$ cat src/sv/b64fd_pkg.sv
// Shared types, constants and functions of the base64url frame decoder.
package b64fd_pkg;

  localparam int unsigned TEXT_CHARS  = 60;
  localparam int unsigned POS_W       = 8;
  localparam int unsigned ACC_W       = 18;
  localparam int unsigned FINAL_GROUP = TEXT_CHARS / 4 - 1;
  localparam logic [7:0]  CRC_POLY    = 8'h07;

  typedef enum logic {
    KIND_DATA   = 1'b0,
    KIND_STATUS = 1'b1
  } kind_e;

  typedef enum logic [1:0] {
    ST_OK       = 2'd0,
    ST_BAD_CHAR = 2'd1,
    ST_VERSION  = 2'd2,
    ST_CRC      = 2'd3
  } status_e;

  typedef enum logic [1:0] {
    BND_BAD   = 2'd0,
    BND_DATA  = 2'd1,
    BND_FINAL = 2'd2
  } bnd_e;

  typedef struct packed {
    bnd_e       kind;
    logic [7:0] b0;
    logic [7:0] b1;
    logic [7:0] b2;
    status_e    st;
  } bundle_t;

  typedef struct packed {
    logic       ok;
    logic [5:0] val;
  } sextet_t;

  function automatic sextet_t sextet_of(input logic [7:0] c);
    sextet_t r;
    r.ok  = 1'b1;
    r.val = 6'd0;
    if (c >= 8'h41 && c <= 8'h5A) begin
      r.val = 6'(c - 8'h41);
    end else if (c >= 8'h61 && c <= 8'h7A) begin
      r.val = 6'(c - 8'h61 + 8'd26);
    end else if (c >= 8'h30 && c <= 8'h39) begin
      r.val = 6'(c - 8'h30 + 8'd52);
    end else if (c == 8'h2D) begin
      r.val = 6'd62;
    end else if (c == 8'h5F) begin
      r.val = 6'd63;
    end else begin
      r.ok = 1'b0;
    end
    return r;
  endfunction

  function automatic logic [7:0] crc8_byte(input logic [7:0] crc, input logic [7:0] b);
    logic [7:0] c;
    c = crc ^ b;
    for (int i = 0; i < 8; i++) begin
      c = c[7] ? ({c[6:0], 1'b0} ^ CRC_POLY) : {c[6:0], 1'b0};
    end
    return c;
  endfunction

endpackage

$ cat src/sv/b64fd_char_if.sv
// Input channel carrying one text character per word.
interface b64fd_char_if;
  logic       valid;
  logic       ready;
  logic [7:0] ch;

  modport source (output valid, output ch, input ready);
  modport sink   (input valid, input ch, output ready);
endinterface

$ cat src/sv/b64fd_res_if.sv
// Result channel carrying one decoded byte or frame status per word.
interface b64fd_res_if;
  logic       valid;
  logic       ready;
  logic       kind;
  logic [7:0] byte_value;
  logic [1:0] status;
  logic       last;

  modport source (output valid, output kind, output byte_value, output status,
                  output last, input ready);
  modport sink   (input valid, input kind, input byte_value, input status,
                  input last, output ready);
endinterface

$ cat src/sv/b64fd_cfg_if.sv
// Configuration write channel for the expected version register.
interface b64fd_cfg_if;
  logic       valid;
  logic       ready;
  logic [7:0] expected_version;

  modport source (output valid, output expected_version, input ready);
  modport sink   (input valid, input expected_version, output ready);
endinterface

$ cat src/sv/b64fd_group.sv
// Frame state, character decode, CRC and result bundle construction.
module b64fd_group (
  input  logic                clk_i,
  input  logic                rst_ni,
  input  logic                accept_i,
  input  logic [7:0]          ch_i,
  input  logic                cfg_we_i,
  input  logic [7:0]          cfg_data_i,
  output logic                push_o,
  output b64fd_pkg::bundle_t  bundle_o
);
  import b64fd_pkg::*;

  logic [POS_W-1:0] pos_q, pos_d;
  logic [ACC_W-1:0] acc_q, acc_d;
  logic [7:0]       crc_q, crc_d;
  logic             drop_q, drop_d;
  logic [7:0]       ver_q;

  sextet_t    sx;
  logic       frame_end;
  logic       final_group;
  logic [7:0] b0, b1, b2, crc01;

  assign sx          = sextet_of(ch_i);
  assign frame_end   = pos_q >= POS_W'(TEXT_CHARS - 1);
  assign final_group = pos_q[POS_W-1:2] >= (POS_W-2)'(FINAL_GROUP);
  assign b0          = acc_q[17:10];
  assign b1          = acc_q[9:2];
  assign b2          = {acc_q[1:0], sx.val};
  assign crc01       = crc8_byte(crc8_byte(crc_q, b0), b1);

  always_comb begin
    pos_d    = pos_q;
    acc_d    = acc_q;
    crc_d    = crc_q;
    drop_d   = drop_q;
    push_o   = 1'b0;
    bundle_o = '{kind: BND_BAD, b0: b0, b1: b1, b2: b2, st: ST_BAD_CHAR};
    if (accept_i) begin
      pos_d = POS_W'(pos_q + 1'b1);
      if (drop_q) begin
        // Rest of the frame is swallowed.
      end else if (!sx.ok) begin
        push_o = 1'b1;
        drop_d = 1'b1;
      end else if (pos_q[1:0] != 2'd3) begin
        acc_d = {acc_q[ACC_W-7:0], sx.val};
      end else begin
        acc_d  = '0;
        push_o = 1'b1;
        if (!final_group) begin
          crc_d         = crc8_byte(crc01, b2);
          bundle_o.kind = BND_DATA;
          bundle_o.st   = ST_OK;
        end else begin
          crc_d         = crc01;
          drop_d        = 1'b1;
          bundle_o.kind = BND_FINAL;
          if (b1 != ver_q) begin
            bundle_o.st = ST_VERSION;
          end else if (b2 != crc01) begin
            bundle_o.st = ST_CRC;
          end else begin
            bundle_o.st = ST_OK;
          end
        end
      end
      if (frame_end) begin
        pos_d  = '0;
        acc_d  = '0;
        crc_d  = '0;
        drop_d = 1'b0;
      end
    end
  end

  always_ff @(posedge clk_i or negedge rst_ni) begin
    if (!rst_ni) begin
      pos_q  <= '0;
      acc_q  <= '0;
      crc_q  <= '0;
      drop_q <= 1'b0;
      ver_q  <= '0;
    end else begin
      pos_q  <= pos_d;
      acc_q  <= acc_d;
      crc_q  <= crc_d;
      drop_q <= drop_d;
      if (cfg_we_i) begin
        ver_q <= cfg_data_i;
      end
    end
  end

endmodule

$ cat src/sv/b64fd_out_ser.sv
// Result register that sends a bundle out one word per cycle while the result sink is ready.
module b64fd_out_ser (
  input  logic                clk_i,
  input  logic                rst_ni,
  input  logic                push_i,
  input  b64fd_pkg::bundle_t  bundle_i,
  output logic                load_ok_o,
  b64fd_res_if.source         res
);
  import b64fd_pkg::*;

  logic       vld_q;
  logic [1:0] idx_q;
  bundle_t    bnd_q;
  logic       last_word;

  always_comb begin
    res.kind       = KIND_DATA;
    res.byte_value = 8'd0;
    res.status     = ST_OK;
    last_word      = 1'b0;
    unique case (bnd_q.kind)
      BND_BAD: begin
        res.kind   = KIND_STATUS;
        res.status = ST_BAD_CHAR;
        last_word  = 1'b1;
      end
      BND_DATA, BND_FINAL: begin
        unique case (idx_q)
          2'd0: res.byte_value = bnd_q.b0;
          2'd1: res.byte_value = bnd_q.b1;
          2'd2: begin
            res.byte_value = bnd_q.b2;
            last_word      = (bnd_q.kind == BND_DATA);
          end
          default: begin
            res.kind   = KIND_STATUS;
            res.status = bnd_q.st;
            last_word  = 1'b1;
          end
        endcase
      end
      default: last_word = 1'b1;
    endcase
  end

  assign res.valid = vld_q;
  assign res.last  = last_word;
  assign load_ok_o = !vld_q || (res.ready && last_word);

  always_ff @(posedge clk_i or negedge rst_ni) begin
    if (!rst_ni) begin
      vld_q <= 1'b0;
      idx_q <= '0;
    end else if (load_ok_o) begin
      vld_q <= push_i;
      idx_q <= '0;
    end else if (res.ready) begin
      idx_q <= 2'(idx_q + 1'b1);
    end
  end

  always_ff @(posedge clk_i) begin
    if (load_ok_o && push_i) begin
      bnd_q <= bundle_i;
    end
  end

endmodule

$ cat src/sv/base64url_frame_decoder_crc8_core.sv
// Top level of the base64url frame decoder with CRC-8 check.
// One character is taken per cycle while the output register can load;
// characters that complete no group leave no result. A character that
// closes a group turns into three data words, plus a status word for the
// final group, held in one output register that sends a word per cycle while
// the result sink is ready; the next character is taken in the cycle its last
// word leaves. A bad character gives one status word at once and the rest
// of the frame is swallowed. The configuration port is always ready and
// should be written only while no frame word is pending.
module base64url_frame_decoder_crc8_core (
  input  logic        clk_i,
  input  logic        rst_ni,
  b64fd_char_if.sink  ch_i,
  b64fd_cfg_if.sink   cfg_i,
  b64fd_res_if.source res_o
);
  import b64fd_pkg::*;

  logic    load_ok;
  logic    push;
  logic    accept;
  bundle_t bundle;

  assign ch_i.ready  = load_ok;
  assign accept      = ch_i.valid && load_ok;
  assign cfg_i.ready = 1'b1;

  b64fd_group u_group (
    .clk_i      (clk_i),
    .rst_ni     (rst_ni),
    .accept_i   (accept),
    .ch_i       (ch_i.ch),
    .cfg_we_i   (cfg_i.valid),
    .cfg_data_i (cfg_i.expected_version),
    .push_o     (push),
    .bundle_o   (bundle)
  );

  b64fd_out_ser u_out_ser (
    .clk_i     (clk_i),
    .rst_ni    (rst_ni),
    .push_i    (push),
    .bundle_i  (bundle),
    .load_ok_o (load_ok),
    .res       (res_o)
  );

endmodule

$ cat src/flat_wrapper.sv
// flat-port wrapper written by rule: the top's interface ports become plain ports
module base64url_frame_decoder_crc8_core_flat import b64fd_pkg::*;
  (clk_i, rst_ni, ch_i_valid, ch_i_ch, ch_i_ready, cfg_i_valid, cfg_i_expected_version, cfg_i_ready, res_o_valid, res_o_kind, res_o_byte_value, res_o_status, res_o_last, res_o_ready);
  b64fd_char_if ch_i_i ();
  b64fd_cfg_if cfg_i_i ();
  b64fd_res_if res_o_i ();
  input  logic clk_i;
  input  logic rst_ni;
  input wire logic [$bits(ch_i_i.valid)-1:0] ch_i_valid;
  input wire logic [$bits(ch_i_i.ch)-1:0] ch_i_ch;
  output wire logic [$bits(ch_i_i.ready)-1:0] ch_i_ready;
  input wire logic [$bits(cfg_i_i.valid)-1:0] cfg_i_valid;
  input wire logic [$bits(cfg_i_i.expected_version)-1:0] cfg_i_expected_version;
  output wire logic [$bits(cfg_i_i.ready)-1:0] cfg_i_ready;
  output wire logic [$bits(res_o_i.valid)-1:0] res_o_valid;
  output wire logic [$bits(res_o_i.kind)-1:0] res_o_kind;
  output wire logic [$bits(res_o_i.byte_value)-1:0] res_o_byte_value;
  output wire logic [$bits(res_o_i.status)-1:0] res_o_status;
  output wire logic [$bits(res_o_i.last)-1:0] res_o_last;
  input wire logic [$bits(res_o_i.ready)-1:0] res_o_ready;
  assign ch_i_i.valid = ch_i_valid;
  assign ch_i_i.ch = ch_i_ch;
  assign ch_i_ready = ch_i_i.ready;
  assign cfg_i_i.valid = cfg_i_valid;
  assign cfg_i_i.expected_version = cfg_i_expected_version;
  assign cfg_i_ready = cfg_i_i.ready;
  assign res_o_valid = res_o_i.valid;
  assign res_o_kind = res_o_i.kind;
  assign res_o_byte_value = res_o_i.byte_value;
  assign res_o_status = res_o_i.status;
  assign res_o_last = res_o_i.last;
  assign res_o_i.ready = res_o_ready;
  base64url_frame_decoder_crc8_core u_core (.clk_i(clk_i), .rst_ni(rst_ni), .ch_i(ch_i_i), .cfg_i(cfg_i_i), .res_o(res_o_i));
endmodule
$ cat config.mk
export PLATFORM = sky130hd
export DESIGN_NAME = base64url_frame_decoder_crc8_core_flat
export DESIGN_NICKNAME = d
export VERILOG_FILES = /design/src/sv/b64fd_pkg.sv /design/src/sv/b64fd_char_if.sv /design/src/sv/b64fd_res_if.sv /design/src/sv/b64fd_cfg_if.sv /design/src/sv/b64fd_group.sv /design/src/sv/b64fd_out_ser.sv /design/src/sv/base64url_frame_decoder_crc8_core.sv /design/src/flat_wrapper.sv
export SDC_FILE = /design/constraint.sdc
export NUM_CORES = 1
export LEC_CHECK = 0
export ABC_AREA = 1
export ABC_CLOCK_PERIOD_IN_PS = 3500
export BUFFER_PORTS_ARGS = -buffer_cell sky130_fd_sc_hd__buf_2
export CORE_UTILIZATION = 62
export DETAILED_ROUTE_END_ITERATION = 6
export GPL_ROUTABILITY_DRIVEN = 0
export GPL_TIMING_DRIVEN = 0
export MAX_ROUTING_LAYER = met4
export PLACE_DENSITY = 0.81
export SKIP_CTS_REPAIR_TIMING = 1
export SYNTH_ARGS = -nofsm -noshare
export SYNTH_HDL_FRONTEND = slang
export SYNTH_HIERARCHICAL = 1
export SYNTH_SLANG_ARGS = --single-unit
$ cat constraint.sdc
create_clock -name clk_i -period 3.5 [get_ports clk_i]
set_input_delay 0.7 -clock clk_i [delete_from_list [all_inputs] [get_ports clk_i]]
set_output_delay 0.7 -clock clk_i [all_outputs]
set_load 0.03 [all_outputs]
==> results.yml <==
timing:
  slew-limit-headroom_pct: 28.6
  fin_crit_ns: 3.19
  finalMaxSlewViolations: 0
  rsz0062_at_grt: "no"
  worst_pin_slew_ns: 1.07
  setup_viol: 0
  holdWs_ns: 0.496
  hold_viol: 0
  fin_worst_skew_ns: 0.0168
  fmax_mhz: 313
  fin_crit_sh_pct: 91.2
placement:
  detailed_place_hpwl_mm: 9.93
  port_buffers: 32
worst_setup_path:
  slowest_delay_ns: 0.25
  critPathLaunchType: "input port"
  crit_fanout: 10
  endpoint: "u_core/u_out_ser/bnd_q[1]"
  cp_slowest_cell: "a211oi_2"
  cp.arrival_ns: 3.32
  reg2regPathDepth: 15
  worst-path-buf-inv: 6
  r2r_slack_ns: 0.37
  required_ns: 3.63
  cp_common_cell: "nand2_1"
  endpoint_kind: "flop"
  r2r_end: "u_core/u_out_ser/bnd_q[21]"
  cp.depth: 23
  cp-startpoint: "ch_i_ch[2]"
  critical_path_class: "input port to flop"
  reg2reg_from: "u_core/u_out_ser/idx_q[0]"
  path_cells: "buf_2 -> clkbuf_2 -> inv_1 -> ha_1 -> nand2_1 -> nand2_1 -> nand3_1 -> nand2_1 -> nand2_2 -> nand2_4 -> buf_12 -> a21oi_1 -> o21ai_0 -> nand2_1 -> inv_1 -> nand3_1 -> nand2_2 -> ha_1 -> nand3_1 -> a211oi_2 -> nand2_1 -> nand2_1 -> inv_1"
  cp_top_family: "simple AND/OR/NAND/NOR gates"
synthesis:
  synth_flop_cell: "dfrtp_1"
  yosysWarningCount: 6
  postSynthCellCount: 718
  synth_mux_area_share_pct: 1.24
  synth_top_family_by_area: "simple AND/OR/NAND/NOR gates"
  synth_common_cells: "nand2_1, nand3_1, inv_1, dfrtp_1, nand2_2"
  synth_seq_cells: 74
  synth_xor_area_share_pct: 3.90
  synth.net_count: 760
  synthAdderAreaFrac_pct: 4.81
  synth.distinct_cells: 47
  yosysMostFrequentCell: "nand2_1"
  synth_compound_area_share_pct: 7.38
  synthSimpleGateAreaFrac_pct: 37.8
  async_reset_ff_share_pct: 62.2
  yosysTopAreaCell: "dfrtp_1"
  syn_area_per_cell_sq_um: 7.60
  synthTopCellsByArea: "dfrtp_1, nand2_1, edfxtp_1"
  synth-seq-area-share_pct: 36.5
  synth_top_area_share_pct: 21.1
  synth_area_sq_um: 5460
  synth_edf_count: 28
grt:
  grt_pass1_vias: 4494
  grt_usage_pct: 30.1
  grt_pass1_wl_mm: 20.4
  grt_start_max_net_pins: 47
  use_met1_pct: 36.1
  use_met2_pct: 51.2
  antenna_found_initial: 0
  use_met3_pct: 3.87
  top_usage_layer: "met2"
  overflow: 0
worst_hold_path:
  hp-class: "flop to flop"
layout:
  multi_input_area_sq_um: 3040
  nNetsFinal: 804
  synthToLayoutAreaGrowth_pct: 9.38
  n_antenna_cell: 0
  drive_gt1_share_pct: 23.3
  regArea_sq_um: 1990
  fillers: 633
floorplanning:
  die_w_um: 95.8
  die_h_um: 95.8
  core_area_sq_um: 8380
  io_pins: 36
  initial_core_util_pct: 65.1
  rows: 33
  dieArea_sq_um: 9180
run:
  drv_cap: 0
route:
  drc: 0
  dr.first_iter.drc_count: 332
  dr.pass1.iters: 5
  vias_per_cell: 5.54
  postRouteAntennaNets: 0
  routed_wl_mm: 12.9
  wl_per_cell_um: 14.8
  num_vias: 4835
clock_network:
  numCtsBuffers: 9
  clock_latency_ns: 0.36
  cts.sinks: 74
  cts_tree: "built"
  htreeDepth: 3
  clk_path_buf_depth: 2
  clockRootBuffer: "clkbuf_8"
  clkTransAtPathRegs_ns: 0.09
run_status:
  status: "completed"
## worst min path at each step
stage | startpoint | end | slack, ns | cells past startpoint
floorplan | rst_ni | u_core/u_group/acc_q[0] | 0.40 | 0
global placement | u_core/u_group/acc_q[1] | u_core/u_out_ser/bnd_q[9] | 0.48 | 0
detailed placement | u_core/u_group/pos_q[7] | u_core/u_group/pos_q[7] | 0.49 | 2
CTS | u_core/u_group/pos_q[7] | u_core/u_group/pos_q[7] | 0.50 | 2
global route | u_core/u_group/pos_q[7] | u_core/u_group/pos_q[7] | 0.52 | 2
finish | u_core/u_group/pos_q[7] | u_core/u_group/pos_q[7] | 0.50 | 2
## through the flow
stage | std cells | instance area, sq um | TNS, ns | utilization, % | setup slack, ns
after global routing | 872 | 5970 | 0 | 71.2 | 0.0895
after detailed placement | 855 | 5750 | -12.95 | 68.6 | -0.461
after global placement | 855 | 5750 | -11.32 | 68.6 | -0.406
after CTS | 871 | 5940 | -3.40 | 70.9 | -0.128
final | 872 | 5970 | 0 | 71.2 | 0.309
after floorplan | 718 | 5460 | 0 | - | 0.287
## metal layers
layer	part of all wire, %	wire (um)
met2	49	6290
met3	5.7	739
met4	4.0	518
met1	42	5360
met5	0	0
## worst reg2reg max path, delay by kind of cell (launching register included)
family / cells / cell delay, ns
DFF: 1 / 0.42
buffers and inverters: 5 / 0.83
and+or+nand+nor: 7 / 0.63
AOI/OAI and AO/OA: 2 / 0.68
adders and majority gates: 1 / 0.20
## cell families (layout without fill, tap and decap cells)
family | count (synthesis) | count (layout)
adders and majority gates | 21 | 21
buffers and inverters | 106 | 154
muxes | 6 | 6
and+or+nand+nor | 424 | 424
AOI/OAI and AO/OA | 65 | 66
xor gates and xnor gates | 21 | 21
DFF | 74 | 74
other | 1 | 1
## cells in the final DEF (no fill, tap or decap), types with 4 or more instances in the layout
| cell | n |
|---|---|
| mux2_2 | 6 |
| buf_4 | 5 |
| clkbuf_8 | 10 |
| ha_1 | 21 |
| nor2_2 | 6 |
| o21ai_1 | 13 |
| nand2_1 | 244 |
| inv_1 | 64 |
| clkbuf_1 | 4 |
| nor2_1 | 20 |
| inv_2 | 27 |
| dfrtp_1 | 46 |
| a21oi_1 | 15 |
| o21ai_0 | 22 |
| nand4_1 | 6 |
| nand2_2 | 37 |
| buf_2 | 33 |
| xnor2_1 | 7 |
| nand2_4 | 12 |
| nand3_1 | 74 |
| nand3_2 | 11 |
| nor2_4 | 5 |
| xor2_1 | 11 |
| edfxtp_1 | 28 |
## flip-flops by register name, summed over array words and instances (netlist names)
register and count:
u_core/u_out_ser/bnd_q 28, u_core/u_group/acc_q 18, u_core/u_group/crc_q 8, u_core/u_group/pos_q 8, u_core/u_group/ver_q 8, u_core/u_out_ser/idx_q 2
u_core/u_group/drop_q 1, u_core/u_out_ser/res.valid 1
## area by class of cell
type | count | area share, %
clock buffers | 12 | 2.79
plain buffers | 13 | 1.70
well taps | 105 | 2.20
clock inverters | 4 | 0.419
inverters | 93 | 5.89
multi-input cells | 539 | 51.0
repair buffers | 32 | 2.68
flip-flops and latches | 74 | 33.4
Power is left out: the tool's default activity adds up to more than one toggle a clock period on the data nets, which glitch-free logic cannot reach.
